### src/wrf_pkg.sv
// Package for the wheel reversal filter: field widths, codes, register
// indexes, reset values and the structs passed between the filter modules.
// No dependencies.
package wrf_pkg;

   // Field widths
   localparam int OPCODE_BITS  = 2;
   localparam int DELTA_BITS   = 16;
   localparam int TIME_MS_BITS = 32;
   localparam int REASON_BITS  = 3;
   localparam int MODE_BITS    = 7;
   localparam int IDLE_BITS    = 11;
   localparam int THR_BITS     = 13;
   localparam int LIMIT_BITS   = 14;
   localparam int SCORE_BITS   = 16;
   localparam int DIR_BITS     = 2;

   // Configuration port
   localparam int CSR_INDEX_BITS = 8;
   localparam int CSR_DATA_BITS  = 16;

   // Axis storage
   localparam int NUM_AXES  = 2;
   localparam int AXIS_BITS = 1;

   localparam int TIME_BITS_DEFAULT = 32;

   // Event kinds
   localparam logic [OPCODE_BITS-1:0] OP_VERT   = 2'd0;
   localparam logic [OPCODE_BITS-1:0] OP_HORZ   = 2'd1;
   localparam logic [OPCODE_BITS-1:0] OP_MIDDLE = 2'd2;
   localparam logic [OPCODE_BITS-1:0] OP_NONE   = 2'd3;

   // Accepted direction codes
   localparam logic [DIR_BITS-1:0] DIR_NONE = 2'd0;
   localparam logic [DIR_BITS-1:0] DIR_POS  = 2'd1;
   localparam logic [DIR_BITS-1:0] DIR_NEG  = 2'd3;

   // Register indexes
   localparam logic [CSR_INDEX_BITS-1:0] CSR_MODE   = 8'd0;
   localparam logic [CSR_INDEX_BITS-1:0] CSR_IDLE   = 8'd1;
   localparam logic [CSR_INDEX_BITS-1:0] CSR_THR    = 8'd2;
   localparam logic [CSR_INDEX_BITS-1:0] CSR_LIMIT  = 8'd3;

   // Mode flag bit positions
   localparam int MODE_ENABLE = 0;
   localparam int MODE_VERT   = 1;
   localparam int MODE_HORZ   = 2;
   localparam int MODE_STRICT = 3;
   localparam int MODE_BLOCK  = 4;
   localparam int MODE_CTRL   = 5;
   localparam int MODE_ALT    = 6;

   // Register reset values
   localparam logic [MODE_BITS-1:0]  MODE_RESET  = 7'd111;
   localparam logic [IDLE_BITS-1:0]  IDLE_RESET  = 11'd220;
   localparam logic [THR_BITS-1:0]   THR_RESET   = 13'd360;
   localparam logic [LIMIT_BITS-1:0] LIMIT_RESET = 14'd960;

   typedef enum logic [REASON_BITS-1:0] {
      REASON_BYPASS   = 3'd0,
      REASON_FILTER   = 3'd1,
      REASON_MIDDLE   = 3'd2,
      REASON_OVERSIZE = 3'd3,
      REASON_LOCKED   = 3'd4
   } reason_type;

   typedef struct packed {
      logic [MODE_BITS-1:0]  mode;
      logic [IDLE_BITS-1:0]  idle;
      logic [THR_BITS-1:0]   thr;
      logic [LIMIT_BITS-1:0] limit;
   } cfg_type;

   typedef struct packed {
      logic [DIR_BITS-1:0]          dir;
      logic signed [SCORE_BITS-1:0] score;
      logic                         seen;
   } axis_entry_type;

   typedef struct packed {
      logic           we;
      logic [AXIS_BITS-1:0] axis;
      axis_entry_type entry;
   } axis_upd_type;

   typedef struct packed {
      logic       drop;
      reason_type reason;
   } verdict_type;

endpackage

### src/wrf_if.sv
// Channel interfaces of the wheel reversal filter: event requests, verdict
// responses and the register write channel. Depends on wrf_pkg.
interface wrf_req_if;
   import wrf_pkg::*;
   logic                          valid;
   logic                          ready;
   logic [OPCODE_BITS-1:0]        opcode;
   logic signed [DELTA_BITS-1:0]  wheel_delta;
   logic [TIME_MS_BITS-1:0]       time_ms;
   logic                          injected;
   logic                          ctrl_down;
   logic                          alt_down;

   modport source (output valid, opcode, wheel_delta, time_ms, injected, ctrl_down,
                   alt_down, input ready);
   modport sink (input valid, opcode, wheel_delta, time_ms, injected, ctrl_down,
                 alt_down, output ready);
endinterface

interface wrf_rsp_if;
   import wrf_pkg::*;
   logic                   valid;
   logic                   ready;
   logic                   drop;
   logic [REASON_BITS-1:0] reason;

   modport source (output valid, drop, reason, input ready);
   modport sink (input valid, drop, reason, output ready);
endinterface

interface wrf_csr_if;
   import wrf_pkg::*;
   logic                      valid;
   logic                      ready;
   logic [CSR_INDEX_BITS-1:0] index;
   logic [CSR_DATA_BITS-1:0]  data;

   modport source (output valid, index, data, input ready);
   modport sink (input valid, index, data, output ready);
endinterface

### src/wrf_csr.sv
// Configuration registers of the wheel reversal filter and the axis clear
// request raised by any write to a listed register. Depends on wrf_pkg, wrf_if.
module wrf_csr (
   input  logic             clock,
   input  logic             reset,
   wrf_csr_if.sink          csr_bus,
   output wrf_pkg::cfg_type cfg,
   output logic             clear
);
   import wrf_pkg::*;

   cfg_type cfg_ff;
   cfg_type cfg_in;
   logic    hit;
   logic    write;

   assign csr_bus.ready = 1'b1;
   assign write = csr_bus.valid && csr_bus.ready;

   always_comb begin
      cfg_in = cfg_ff;
      hit    = 1'b0;
      unique case (csr_bus.index)
         CSR_MODE: begin
            cfg_in.mode = csr_bus.data[MODE_BITS-1:0];
            hit = 1'b1;
         end
         CSR_IDLE: begin
            cfg_in.idle = csr_bus.data[IDLE_BITS-1:0];
            hit = 1'b1;
         end
         CSR_THR: begin
            cfg_in.thr = csr_bus.data[THR_BITS-1:0];
            hit = 1'b1;
         end
         CSR_LIMIT: begin
            cfg_in.limit = csr_bus.data[LIMIT_BITS-1:0];
            hit = 1'b1;
         end
         default: begin
            hit = 1'b0;
         end
      endcase
   end

   always_ff @(posedge clock) begin
      if (reset) begin
         cfg_ff.mode  <= MODE_RESET;
         cfg_ff.idle  <= IDLE_RESET;
         cfg_ff.thr   <= THR_RESET;
         cfg_ff.limit <= LIMIT_RESET;
      end else if (write) begin
         cfg_ff <= cfg_in;
      end
   end

   assign cfg   = cfg_ff;
   assign clear = write && hit;

endmodule

### src/wrf_axis_bank.sv
// Per-axis gesture state (direction, score, last time, seen) with one read
// port and one write port, cleared by reset or a register write. Depends on wrf_pkg.
module wrf_axis_bank #(
   parameter int TIME_BITS = wrf_pkg::TIME_BITS_DEFAULT
) (
   input  logic                                clock,
   input  logic                                reset,
   input  logic                                clear,
   input  logic [wrf_pkg::AXIS_BITS-1:0]       rd_axis,
   output wrf_pkg::axis_entry_type             rd_entry,
   output logic [TIME_BITS-1:0]                rd_time,
   input  wrf_pkg::axis_upd_type               upd,
   input  logic [TIME_BITS-1:0]                upd_time
);
   import wrf_pkg::*;

   axis_entry_type         entry_ff [NUM_AXES];
   logic [TIME_BITS-1:0]   time_ff  [NUM_AXES];

   for (genvar k = 0; k < NUM_AXES; k++) begin : g_axis
      always_ff @(posedge clock) begin
         if (reset || clear) begin
            entry_ff[k].dir   <= DIR_NONE;
            entry_ff[k].score <= '0;
            entry_ff[k].seen  <= 1'b0;
            time_ff[k]        <= '0;
         end else if (upd.we && upd.axis == AXIS_BITS'(k)) begin
            entry_ff[k] <= upd.entry;
            time_ff[k]  <= upd_time;
         end
      end
   end

   assign rd_entry = entry_ff[rd_axis];
   assign rd_time  = time_ff[rd_axis];

   // A clear leaves both axes with no history
   a_clear_empties: assert property (@(posedge clock) disable iff (reset)
      clear |=> !entry_ff[0].seen && !entry_ff[1].seen &&
                entry_ff[0].dir == DIR_NONE && entry_ff[1].dir == DIR_NONE)
      else $error("axis state not cleared after register write");

   // An axis that has scored nothing has no accepted direction
   a_unseen_vert: assert property (@(posedge clock) disable iff (reset)
      !entry_ff[0].seen |-> entry_ff[0].dir == DIR_NONE && entry_ff[0].score == '0)
      else $error("vertical axis holds state without history");

   a_unseen_horz: assert property (@(posedge clock) disable iff (reset)
      !entry_ff[1].seen |-> entry_ff[1].dir == DIR_NONE && entry_ff[1].score == '0)
      else $error("horizontal axis holds state without history");

endmodule

### src/wrf_decide.sv
// Verdict logic of the wheel reversal filter: pass-through checks, middle-button
// block, oversize test and the gesture score update for one event. Depends on wrf_pkg.
module wrf_decide #(
   parameter int TIME_BITS = wrf_pkg::TIME_BITS_DEFAULT
) (
   input  wrf_pkg::cfg_type                     cfg,
   input  logic [wrf_pkg::OPCODE_BITS-1:0]      opcode,
   input  logic signed [wrf_pkg::DELTA_BITS-1:0] wheel_delta,
   input  logic [TIME_BITS-1:0]                 now,
   input  logic                                 injected,
   input  logic                                 ctrl_down,
   input  logic                                 alt_down,
   input  wrf_pkg::axis_entry_type              ent,
   input  logic [TIME_BITS-1:0]                 ent_time,
   output wrf_pkg::verdict_type                 verdict,
   output wrf_pkg::axis_upd_type                upd
);
   import wrf_pkg::*;

   logic [DELTA_BITS:0]          mag;
   logic [TIME_BITS-1:0]         gap;
   logic                         idle_hit;
   logic signed [SCORE_BITS-1:0] base;
   logic signed [SCORE_BITS:0]   sum_s;
   logic signed [SCORE_BITS:0]   lim_s;
   logic signed [SCORE_BITS:0]   nlim_s;
   logic signed [SCORE_BITS:0]   s_clamp;
   logic signed [SCORE_BITS:0]   thr_s;
   logic signed [SCORE_BITS:0]   nthr_s;
   logic signed [SCORE_BITS:0]   nsc_s;
   logic                         pos;
   logic                         axis_on;
   logic                         modifier;
   logic                         confirms;
   logic                         same_dir;

   assign mag = wheel_delta[DELTA_BITS-1] ? 17'(-$signed({wheel_delta[DELTA_BITS-1], wheel_delta}))
                                          : {1'b0, wheel_delta};
   assign pos = !wheel_delta[DELTA_BITS-1];

   // Gap wraps modulo the time width
   assign gap      = now - ent_time;
   assign idle_hit = !ent.seen || (gap > {{(TIME_BITS-IDLE_BITS){1'b0}}, cfg.idle});
   assign base     = idle_hit ? '0 : ent.score;

   assign sum_s  = $signed({base[SCORE_BITS-1], base}) +
                   $signed({wheel_delta[DELTA_BITS-1], wheel_delta});
   assign lim_s  = $signed({2'b00, cfg.thr, 2'b00});
   assign nlim_s = -lim_s;
   assign thr_s  = $signed({4'b0000, cfg.thr});
   assign nthr_s = -thr_s;
   assign nsc_s  = -s_clamp;

   always_comb begin
      if (sum_s > lim_s) begin
         s_clamp = lim_s;
      end else if (sum_s < nlim_s) begin
         s_clamp = nlim_s;
      end else begin
         s_clamp = sum_s;
      end
   end

   assign same_dir = pos == (ent.dir == DIR_POS);
   assign confirms = pos ? (s_clamp > 17'sd0 && s_clamp >= thr_s)
                         : (s_clamp < 17'sd0 && nsc_s >= thr_s);

   assign modifier = (ctrl_down && cfg.mode[MODE_CTRL]) || (alt_down && cfg.mode[MODE_ALT]);

   always_comb begin
      case (opcode)
         OP_HORZ: axis_on = cfg.mode[MODE_HORZ];
         default: axis_on = cfg.mode[MODE_VERT];
      endcase
   end

   always_comb begin
      verdict.drop   = 1'b0;
      verdict.reason = REASON_BYPASS;
      upd.we         = 1'b0;
      upd.axis       = AXIS_BITS'(opcode == OP_HORZ);
      upd.entry.dir   = ent.dir;
      upd.entry.score = s_clamp[SCORE_BITS-1:0];
      upd.entry.seen  = 1'b1;

      if (opcode == OP_NONE || injected || !cfg.mode[MODE_ENABLE]) begin
         verdict.reason = REASON_BYPASS;
      end else if (opcode == OP_MIDDLE) begin
         if (cfg.mode[MODE_BLOCK]) begin
            verdict.drop   = 1'b1;
            verdict.reason = REASON_MIDDLE;
         end
      end else if (modifier || !axis_on || wheel_delta == '0) begin
         verdict.reason = REASON_BYPASS;
      end else if (mag > {3'b000, cfg.limit}) begin
         verdict.drop   = 1'b1;
         verdict.reason = REASON_OVERSIZE;
      end else begin
         upd.we = 1'b1;
         verdict.reason = REASON_FILTER;
         if (ent.dir == DIR_NONE) begin
            upd.entry.dir = pos ? DIR_POS : DIR_NEG;
         end else if (!same_dir) begin
            if (!cfg.mode[MODE_STRICT] || confirms) begin
               upd.entry.dir   = pos ? DIR_POS : DIR_NEG;
               upd.entry.score = pos ? thr_s[SCORE_BITS-1:0] : nthr_s[SCORE_BITS-1:0];
            end else begin
               verdict.drop   = 1'b1;
               verdict.reason = REASON_LOCKED;
            end
         end
      end
   end

endmodule

### src/wheel_reversal_filter.sv
// Top level of the wheel reversal filter: event input register, verdict
// logic, per-axis state and the response register. Depends on wrf_pkg, wrf_if,
// wrf_csr, wrf_axis_bank, wrf_decide.
//
//   channel   dir   transfer when        payload
//   req_bus   in    valid && ready       opcode, wheel_delta, time_ms, injected,
//                                        ctrl_down, alt_down
//   rsp_bus   out   valid && ready       drop, reason
//   csr_bus   in    valid (ready is 1)   index, data
//
// One event a cycle sustained while responses are taken; each event passes the
// input register, then the response register, before its verdict is shown.
// The axis state is read and written in the cycle the event leaves the input
// register, so back-to-back events on one axis see each other's updates.
// A stalled response holds the input register; req_bus.ready drops only when
// both registers are full and the response is not taken.
// Synchronous reset restores the register defaults and empties both axes;
// any write to a listed register empties both axes again.
module wheel_reversal_filter #(
   parameter int TIME_BITS = wrf_pkg::TIME_BITS_DEFAULT
) (
   input  logic    clock,
   input  logic    reset,
   wrf_req_if.sink   req_bus,
   wrf_rsp_if.source rsp_bus,
   wrf_csr_if.sink   csr_bus
);
   import wrf_pkg::*;

   // Input register
   logic                         s1_valid_ff;
   logic [OPCODE_BITS-1:0]       s1_opcode_ff;
   logic signed [DELTA_BITS-1:0] s1_delta_ff;
   logic [TIME_MS_BITS-1:0]      s1_time_ff;
   logic                         s1_injected_ff;
   logic                         s1_ctrl_ff;
   logic                         s1_alt_ff;

   // Response register
   logic                         rsp_valid_ff;
   verdict_type                  rsp_verdict_ff;

   logic                         advance;
   logic                         req_take;
   logic [TIME_BITS-1:0]         now;
   cfg_type                      cfg;
   logic                         clear;
   axis_entry_type               ent;
   logic [TIME_BITS-1:0]         ent_time;
   verdict_type                  verdict;
   axis_upd_type                 upd;
   axis_upd_type                 upd_gated;

   // Event moves to the response register when that register is free or emptying
   assign advance       = s1_valid_ff && (!rsp_valid_ff || rsp_bus.ready);
   assign req_bus.ready = !s1_valid_ff || advance;
   assign req_take      = req_bus.valid && req_bus.ready;

   // Time taken at the state width
   if (TIME_BITS <= TIME_MS_BITS) begin : g_time_trunc
      assign now = s1_time_ff[TIME_BITS-1:0];
   end else begin : g_time_ext
      assign now = {{(TIME_BITS-TIME_MS_BITS){1'b0}}, s1_time_ff};
   end

   always_ff @(posedge clock) begin
      if (reset) begin
         s1_valid_ff <= 1'b0;
      end else if (req_bus.ready) begin
         s1_valid_ff <= req_bus.valid;
      end
      if (req_take) begin
         s1_opcode_ff   <= req_bus.opcode;
         s1_delta_ff    <= req_bus.wheel_delta;
         s1_time_ff     <= req_bus.time_ms;
         s1_injected_ff <= req_bus.injected;
         s1_ctrl_ff     <= req_bus.ctrl_down;
         s1_alt_ff      <= req_bus.alt_down;
      end
   end

   wrf_csr u_csr (
      .clock   (clock),
      .reset   (reset),
      .csr_bus (csr_bus),
      .cfg     (cfg),
      .clear   (clear)
   );

   wrf_decide #(
      .TIME_BITS (TIME_BITS)
   ) u_decide (
      .cfg         (cfg),
      .opcode      (s1_opcode_ff),
      .wheel_delta (s1_delta_ff),
      .now         (now),
      .injected    (s1_injected_ff),
      .ctrl_down   (s1_ctrl_ff),
      .alt_down    (s1_alt_ff),
      .ent         (ent),
      .ent_time    (ent_time),
      .verdict     (verdict),
      .upd         (upd)
   );

   // State is written only as the event actually moves on
   always_comb begin
      upd_gated    = upd;
      upd_gated.we = upd.we && advance;
   end

   // Axis picked straight from the held opcode
   wrf_axis_bank #(
      .TIME_BITS (TIME_BITS)
   ) u_bank (
      .clock    (clock),
      .reset    (reset),
      .clear    (clear),
      .rd_axis  (AXIS_BITS'(s1_opcode_ff == OP_HORZ)),
      .rd_entry (ent),
      .rd_time  (ent_time),
      .upd      (upd_gated),
      .upd_time (now)
   );

   always_ff @(posedge clock) begin
      if (reset) begin
         rsp_valid_ff <= 1'b0;
      end else if (advance) begin
         rsp_valid_ff <= 1'b1;
      end else if (rsp_bus.ready) begin
         rsp_valid_ff <= 1'b0;
      end
      if (advance) begin
         rsp_verdict_ff <= verdict;
      end
   end

   assign rsp_bus.valid  = rsp_valid_ff;
   assign rsp_bus.drop   = rsp_verdict_ff.drop;
   assign rsp_bus.reason = rsp_verdict_ff.reason;

   // An empty response register never holds back the input side
   a_ready_when_empty: assert property (@(posedge clock) disable iff (reset)
      !rsp_valid_ff |-> req_bus.ready)
      else $error("input stalled with empty response register");

   // A waiting event is not lost while the response side stalls
   a_s1_held: assert property (@(posedge clock) disable iff (reset)
      s1_valid_ff && !advance |=> s1_valid_ff && $stable(s1_opcode_ff) && $stable(s1_delta_ff))
      else $error("stalled event lost from input register");

   // Drop flag agrees with the reason code
   a_drop_reason: assert property (@(posedge clock) disable iff (reset)
      rsp_valid_ff |-> rsp_verdict_ff.drop == (rsp_verdict_ff.reason == REASON_MIDDLE ||
                                               rsp_verdict_ff.reason == REASON_OVERSIZE ||
                                               rsp_verdict_ff.reason == REASON_LOCKED))
      else $error("drop flag and reason disagree");

endmodule
### src/flat_wrapper.sv
// flat-port wrapper written by rule: the top's interface ports become plain ports
module wheel_reversal_filter_flat import wrf_pkg::*;
#(
   parameter int TIME_BITS = wrf_pkg::TIME_BITS_DEFAULT
)
  (clock, reset, req_bus_valid, req_bus_opcode, req_bus_wheel_delta, req_bus_time_ms, req_bus_injected, req_bus_ctrl_down, req_bus_alt_down, req_bus_ready, rsp_bus_valid, rsp_bus_drop, rsp_bus_reason, rsp_bus_ready, csr_bus_valid, csr_bus_index, csr_bus_data, csr_bus_ready);
  wrf_req_if req_bus_i ();
  wrf_rsp_if rsp_bus_i ();
  wrf_csr_if csr_bus_i ();
  input  logic clock;
  input  logic reset;
  input wire logic [$bits(req_bus_i.valid)-1:0] req_bus_valid;
  input wire logic [$bits(req_bus_i.opcode)-1:0] req_bus_opcode;
  input wire logic [$bits(req_bus_i.wheel_delta)-1:0] req_bus_wheel_delta;
  input wire logic [$bits(req_bus_i.time_ms)-1:0] req_bus_time_ms;
  input wire logic [$bits(req_bus_i.injected)-1:0] req_bus_injected;
  input wire logic [$bits(req_bus_i.ctrl_down)-1:0] req_bus_ctrl_down;
  input wire logic [$bits(req_bus_i.alt_down)-1:0] req_bus_alt_down;
  output wire logic [$bits(req_bus_i.ready)-1:0] req_bus_ready;
  output wire logic [$bits(rsp_bus_i.valid)-1:0] rsp_bus_valid;
  output wire logic [$bits(rsp_bus_i.drop)-1:0] rsp_bus_drop;
  output wire logic [$bits(rsp_bus_i.reason)-1:0] rsp_bus_reason;
  input wire logic [$bits(rsp_bus_i.ready)-1:0] rsp_bus_ready;
  input wire logic [$bits(csr_bus_i.valid)-1:0] csr_bus_valid;
  input wire logic [$bits(csr_bus_i.index)-1:0] csr_bus_index;
  input wire logic [$bits(csr_bus_i.data)-1:0] csr_bus_data;
  output wire logic [$bits(csr_bus_i.ready)-1:0] csr_bus_ready;
  assign req_bus_i.valid = req_bus_valid;
  assign req_bus_i.opcode = req_bus_opcode;
  assign req_bus_i.wheel_delta = req_bus_wheel_delta;
  assign req_bus_i.time_ms = req_bus_time_ms;
  assign req_bus_i.injected = req_bus_injected;
  assign req_bus_i.ctrl_down = req_bus_ctrl_down;
  assign req_bus_i.alt_down = req_bus_alt_down;
  assign req_bus_ready = req_bus_i.ready;
  assign rsp_bus_valid = rsp_bus_i.valid;
  assign rsp_bus_drop = rsp_bus_i.drop;
  assign rsp_bus_reason = rsp_bus_i.reason;
  assign rsp_bus_i.ready = rsp_bus_ready;
  assign csr_bus_i.valid = csr_bus_valid;
  assign csr_bus_i.index = csr_bus_index;
  assign csr_bus_i.data = csr_bus_data;
  assign csr_bus_ready = csr_bus_i.ready;
  wheel_reversal_filter #(.TIME_BITS(TIME_BITS)) u_core (.clock(clock), .reset(reset), .req_bus(req_bus_i), .rsp_bus(rsp_bus_i), .csr_bus(csr_bus_i));
endmodule
### config.mk
export PLATFORM = sky130hd
export DESIGN_NAME = wheel_reversal_filter_flat
export DESIGN_NICKNAME = d
export VERILOG_FILES = /design/src/wrf_pkg.sv /design/src/wrf_if.sv /design/src/wrf_csr.sv /design/src/wrf_axis_bank.sv /design/src/wrf_decide.sv /design/src/wheel_reversal_filter.sv /design/src/flat_wrapper.sv
export SDC_FILE = /design/constraint.sdc
export NUM_CORES = 1
export LEC_CHECK = 0
export BUFFER_PORTS_ARGS = -buffer_cell sky130_fd_sc_hd__buf_2
export CAP_MARGIN = 40
export CORE_MARGIN = 10
export CORE_UTILIZATION = 46
export DETAILED_ROUTE_END_ITERATION = 16
export PLACE_DENSITY_LB_ADDON = 0.05
export SKIP_CTS_REPAIR_TIMING = 1
export SLEW_MARGIN = 5
export SYNTH_ARGS = -nofsm -noshare
export SYNTH_HDL_FRONTEND = slang
export SYNTH_SLANG_ARGS = --single-unit
### constraint.sdc
create_clock -name clock -period 11.3 [get_ports clock]
set_input_delay 2.26 -clock clock [delete_from_list [all_inputs] [get_ports clock]]
set_output_delay 2.26 -clock clock [all_outputs]
set_load 0.01 [all_outputs]
==> After elaboration in Yosys (flattened, before gate mapping) <==
Memories as Yosys holds them, arrays and structs flattened.
Index checks and enable logic that the tools add are counted.
{ "op_classes": {"n_eq_ne": 8, "bitwise": 5, "n_lt_le_gt_ge": 8, "addsub": 6, "reduce_logical": 36, "n_mux": 43} }
{ "ops": {"columns": ["cell", "n"], "rows": [
  ["$mux 18", 6],
  ["$mux 32", 2],
  ["$mux 17", 3],
  ["$mux 16", 3],
  ["$mux 19", 2],
  ["$ge 17x14->1", 2],
  ["$gt 32x11->1", 1],
  ["$sub 32x32->32", 1],
  ["$mux 4", 6],
  ["$mux 1", 18],
  ["$add 16x16->17", 1],
  ["$gt 17x1->1 const B", 1],
  ["$gt 17x14->1", 1],
  ["$gt 17x16->1", 1],
  ["$lt 17x1->1 const B", 1],
  ["$lt 17x17->1", 1],
  ["$neg 15->17", 1],
  ["$neg 16->17", 1],
  ["$neg 17->17", 1],
  ["$eq 8x2->1 const B", 2],
  ["$logic_not 16->1", 1],
  ["$neg 13->16", 1],
  ["$logic_and 1x1->1", 10],
  ["$logic_or 1x1->1", 10],
  ["other kinds (14)", 29]
]} }
{ "totals": {"ramBits": 102, "ff_bits": 104, "output_inout_bits": 7, "memories": 2, "input_bits": 82} }
{ "memory_table": {"columns": ["name", "words", "width", "rd", "rd_clocked_by_memory_dff", "wr", "line", "rtl"], "rows": [
  ["u_core.u_bank.time_ff", 2, 32, 1, 0, 2, "wrf_axis_bank.sv:18", "logic [TIME_BITS-1:0] time_ff [NUM_AXES];"],
  ["u_core.u_bank.entry_ff", 2, 19, 1, 0, 2, "wrf_axis_bank.sv:17", "axis_entry_type entry_ff [NUM_AXES];"]
]} }

==> Logic depth before layout (Yosys ltp) <==
An unclocked memory read counts as a cell.
{ "logic_depth": {"ltp_word": 23, "depth_mapped": 65, "ltp_nobuf": 57} }

==> By module <==
A second synthesis with hierarchy kept.
{ "unflattened": {"hier_cells": 1520, "hier_area_um2": 15305.9} }
{ "by_module_without_submodules": {"columns": ["module", "cells_each", "instances", "area_each_um2", "seq_area_each_um2"], "rows": [
  ["wrf_decide", 985, 1, 6867.8, 0.0],
  ["wrf_axis_bank", 288, 1, 4755.8, 3062.9],
  ["wrf_csr", 178, 1, 1855.5, 900.9],
  ["wheel_reversal_filter", 69, 1, 1826.8, 1751.7]
]} }

==> Least setup slack after synthesis <==
OpenSTA, ideal clock, no wires.
{ "synth_timing": {"path_type": "reg2reg", "from": "reg u_core.s1_opcode_ff[0]", "to": "mem u_core.u_bank.entry_ff[0][10] in the netlist's numbering, data pin", "t_arrival_ns": 12.169, "path_stages_with_launch": 58, "setup_slack_ns": -1.037, "t_required_ns": 11.133, "synth_period_minus_slack_ns": 12.337, "cell_sequence": "edfxtp_1 > nand2b_1 > clkbuf_1 > clkbuf_1 > clkbuf_1 > nand2_1 > nand2_1 > ha_1 > inv_1 > fa_1 > a21o_1 > a21oi_1 > o211ai_1 > a21o_1 > a21o_1 > a21oi_1 > xnor2_1 > ha_1 > (+22 left out) > nand2_1 > ha_1 > inv_1 > nor3_1 > a211oi_1 > nand2b_1 > nor2_1 > xnor2_1 > ha_1 > or3_1 > o41ai_1 > o211ai_1 > nor4_1 > a31oi_1 > nor2_1 > buf_4 > nor4_2 > a211oi_1"} }
{ "synth_rtl": {"columns": ["element", "line", "rtl"], "rows": [
  ["from (decl)", "wheel_reversal_filter.sv:32", "logic [OPCODE_BITS-1:0] s1_opcode_ff;"],
  ["from (signal assigned)", "wheel_reversal_filter.sv:73", "s1_opcode_ff <= req_bus.opcode;"],
  ["to (decl)", "wrf_axis_bank.sv:17", null]
]} }

==> results_dict.tcl <==
set metrics [dict create \
    htreeDepth 1 \
    hpwlAfterDp_um 31800 \
    clock_sink_count 206 \
    total_leakage_power_uw 0.00758 \
    final_setup_violating_endpoints 37 \
    grt_pass1_vias 11895 \
    nNetsFinal 1983 \
    final_report_max_slew_violation_count 0 \
    synth_async_sr_flop_share_pct 0 \
    critical_path_class "reg2reg" \
    layout_common_cells "sky130_fd_sc_hd__buf_4 (213), sky130_fd_sc_hd__edfxtp_1 (159), sky130_fd_sc_hd__nand2_1 (147)" \
    layout.cells.non_filler 2184 \
    hold_viol_final 0 \
    final.min_clock_period_ns 11.76 \
    unrepaired_setup_endpoints_after_global_routing "yes" \
    utilization_pct 59.9 \
    drtPass1Iterations 6 \
    die_area_um2 38800 \
    initial_utilization_pct 46.8 \
    worst_setup_path_end_kind "flip-flop" \
    row_count 64 \
    wl_um 42100 \
    global_route.overflow_total 0 \
    hold_path_class "reg2reg" \
    clk_latency_ns 0.53 \
    synth_flop_cell "sky130_fd_sc_hd__edfxtp_1" \
    drc_errors 0 \
    filler_cell_count 2692 \
    clockBufferDepth 3 \
    area_of_the_placeable_core_um2 30700 \
    yosys_register_bits 206 \
    path_max_fanout 6 \
    avgSynthCellArea_um2 9.66 \
    antenna_found_initial 1 \
    violations "negative setup slack" \
    critPathSlowestCell "sky130_fd_sc_hd__or4_4" \
    highest_cell_delay_on_the_worst_timing_path_ns 0.50 \
    area_growth_pct 27.8 \
    timing.max_cap.violations 0 \
    num_vias 12338 \
    yosys_warnings 0 \
    overall_global_routing_resource_usage_pct 21.0 \
    crit_arrival_ns 12.11 \
    synth.yosys.seq_area_share_pct 39.7 \
    netlist_instances 1491 \
    worst_ep_required_time_ns 11.65 \
    cts_tree "built" \
    die-height_um 197 \
    final.setup_skew_ns 0.0303 \
    cts.clk_slew.worst_paths_ns 0.06 \
    timing.slew.headroom_pct 34.9 \
    cts.root.buffer_cell "sky130_fd_sc_hd__clkbuf_16" \
    number_of_placed_instances_with_taps_included 2120 \
    top_level_ports 89 \
    wire_length_of_the_first_global_routing_pass_um 65400 \
    wire_per_inst_um 19.3 \
    crit_path_start_kind "flip-flop" \
    area_of_the_mapped_netlist_um2 14400 \
    avgViaCountPerCell 5.65 \
    grt_start_max_net_pins 54 \
    fmaxAchievable_mhz 85.1 \
    cts_inserted_buffers 24 \
    cellPowerDensity_nw_per_um2 115 \
    detail-route-antenna-nets 0 \
    layout.cells.most_common "sky130_fd_sc_hd__buf_4" \
    final_layout_size_suffix_gt1_share_pct 27.9 \
    peakVddDrop_mv 0.123 \
    place_congestion 0.924 \
    transition_at_the_pin_with_the_smallest_max_transition_slack_ns 0.975 \
    run_status "complete, but fails checks" \
    finalWorstSetupSlack_ns -0.457 \
    chipWidth_um 197 \
    number_of_i_o_port_buffers 85 \
    critical-path-top-cell-by-count "sky130_fd_sc_hd__a21o_1" \
    number_of_flops_mapped_to_enable_cells_by_yosys 159 \
    layout_worst_path_cycle_share_pct 104 \
    synth.lib_cells_used.distinct 95 \
    syn-num-nets 1704 \
    detail_route.iter0.violations 946 \
]
[per-layer routing]
layer | GRT usage (%) | wire [µm]
met5 | 0 | 0
met2 | 31.3 | 18000
met3 | 3.02 | 2470
met4 | 5.30 | 986
met1 | 31.2 | 20700
[cell type report]
cell class	count	area [µm²]	share of cell area [%]
multi-input combinational	1136	8750	47.5
sequential	206	5720	31.0
timing repair buffer	317	2310	12.6
clock buffer	33	696	3.78
tap	396	495	2.69
inverter	85	322	1.75
clock inverter	10	119	0.646
antenna	1	2.50	0.0136
[metrics by stage]
stage | setup TNS, ns | area, µm² | hold slack (ns) | worst slack [ns] | power (µW)
global placement | -18.69 | 16700 | 0.442 | -0.599 | 1290
finish | -14.50 | 18400 | 0.454 | -0.457 | 2110
detailed placement | -20.61 | 16800 | 0.449 | -0.680 | 1290
CTS | -23.22 | 17600 | 0.457 | -0.733 | 2090
global route | -33.18 | 18400 | 0.481 | -0.954 | 2210
floorplan | 0 | 14500 | 0.435 | 0.0223 | 1120
[critical path, delay by kind of cell (launching register included)]
family / cells / cell delay [ns]
AOI/OAI and AO/OA: 24 / 5.28
xor gates and xnor gates: 3 / 0.35
adders and majority gates: 7 / 1.68
and+or+nand+nor: 15 / 2.99
DFF: 1 / 0.42
buffers and inverters: 6 / 0.81
[sequential cells by signal (all words and copies together), names as in the netlist]
signal / count
u_core.u_bank.time_ff: 64
u_core.u_csr.cfg: 45
u_core.u_bank.entry_ff: 38
u_core.now: 32
u_core.s1_delta_ff: 16
u_core.rsp_bus.reason: 3
u_core.s1_opcode_ff: 2
u_core.rsp_bus.drop: 1
u_core.rsp_bus.valid: 1
u_core.s1_alt_ff: 1
u_core.s1_ctrl_ff: 1
u_core.s1_injected_ff: 1
u_core.s1_valid_ff: 1
[logic make-up (layout without fill, tap and decap cells)]
| kind of cell | count (synthesis) | after routing | share of synthesized area, % |
|---|---|---|---|
| adders and majority gates | 131 | 131 | 11.5 |
| other | 1 | 2 | 0.0260 |
| muxes | 52 | 52 | 3.64 |
| xor gates and xnor gates | 66 | 66 | 4.01 |
| buffers and inverters | 150 | 445 | 4.30 |
| DFF | 206 | 206 | 39.7 |
| AOI/OAI and AO/OA | 357 | 357 | 18.0 |
| and+or+nand+nor | 528 | 529 | 18.9 |
[cell usage after synthesis (14+ instances only)]
cell type	n	area, µm²
sky130_fd_sc_hd__a211o_1	17	149
sky130_fd_sc_hd__a211oi_1	37	278
sky130_fd_sc_hd__a21o_1	21	158
sky130_fd_sc_hd__a21oi_1	89	445
sky130_fd_sc_hd__a31oi_1	15	93.8
sky130_fd_sc_hd__and2_1	71	444
sky130_fd_sc_hd__clkbuf_1	45	169
sky130_fd_sc_hd__dfxtp_1	47	941
sky130_fd_sc_hd__edfxtp_1	159	4770
sky130_fd_sc_hd__ha_1	129	1610
sky130_fd_sc_hd__inv_1	83	312
sky130_fd_sc_hd__mux2i_1	49	490
sky130_fd_sc_hd__nand2_1	151	567
sky130_fd_sc_hd__nand2b_1	18	113
sky130_fd_sc_hd__nand3_1	28	140
sky130_fd_sc_hd__nand4_1	17	106
sky130_fd_sc_hd__nor2_1	105	394
sky130_fd_sc_hd__nor2b_1	22	138
sky130_fd_sc_hd__nor3_1	34	170
sky130_fd_sc_hd__nor4_1	16	100
sky130_fd_sc_hd__o21ai_0	51	255
sky130_fd_sc_hd__or3_1	14	87.6
sky130_fd_sc_hd__xnor2_1	55	482
[power breakdown]
| group | leakage [µW] | internal, µW | switching [µW] |
|---|---|---|---|
| clock network | 0.000393 | 477 | 312 |
| logic | 0.00520 | 211 | 254 |
| registers | 0.00199 | 843 | 16.9 |
[path summary, 6_finish.rpt]
kind | start | to | slack, ns | cells after the start
setup / recovery | u_core.s1_opcode_ff[1]$_DFFE_PP_ | u_core.u_bank.entry_ff[1][16]$_SDFFCE_PN0P_ | -0.46 | 55
hold reg to reg | u_core.u_csr.cfg[5]$_SDFFE_PP0P_ | u_core.u_csr.cfg[5]$_SDFFE_PP0P_ | 0.45 | 2
hold / removal | u_core.u_csr.cfg[5]$_SDFFE_PP0P_ | u_core.u_csr.cfg[5]$_SDFFE_PP0P_ | 0.45 | 2
setup reg to reg | u_core.s1_opcode_ff[1]$_DFFE_PP_ | u_core.u_bank.entry_ff[1][16]$_SDFFCE_PN0P_ | -0.46 | 55
Power figures use the tool's default switching activity.
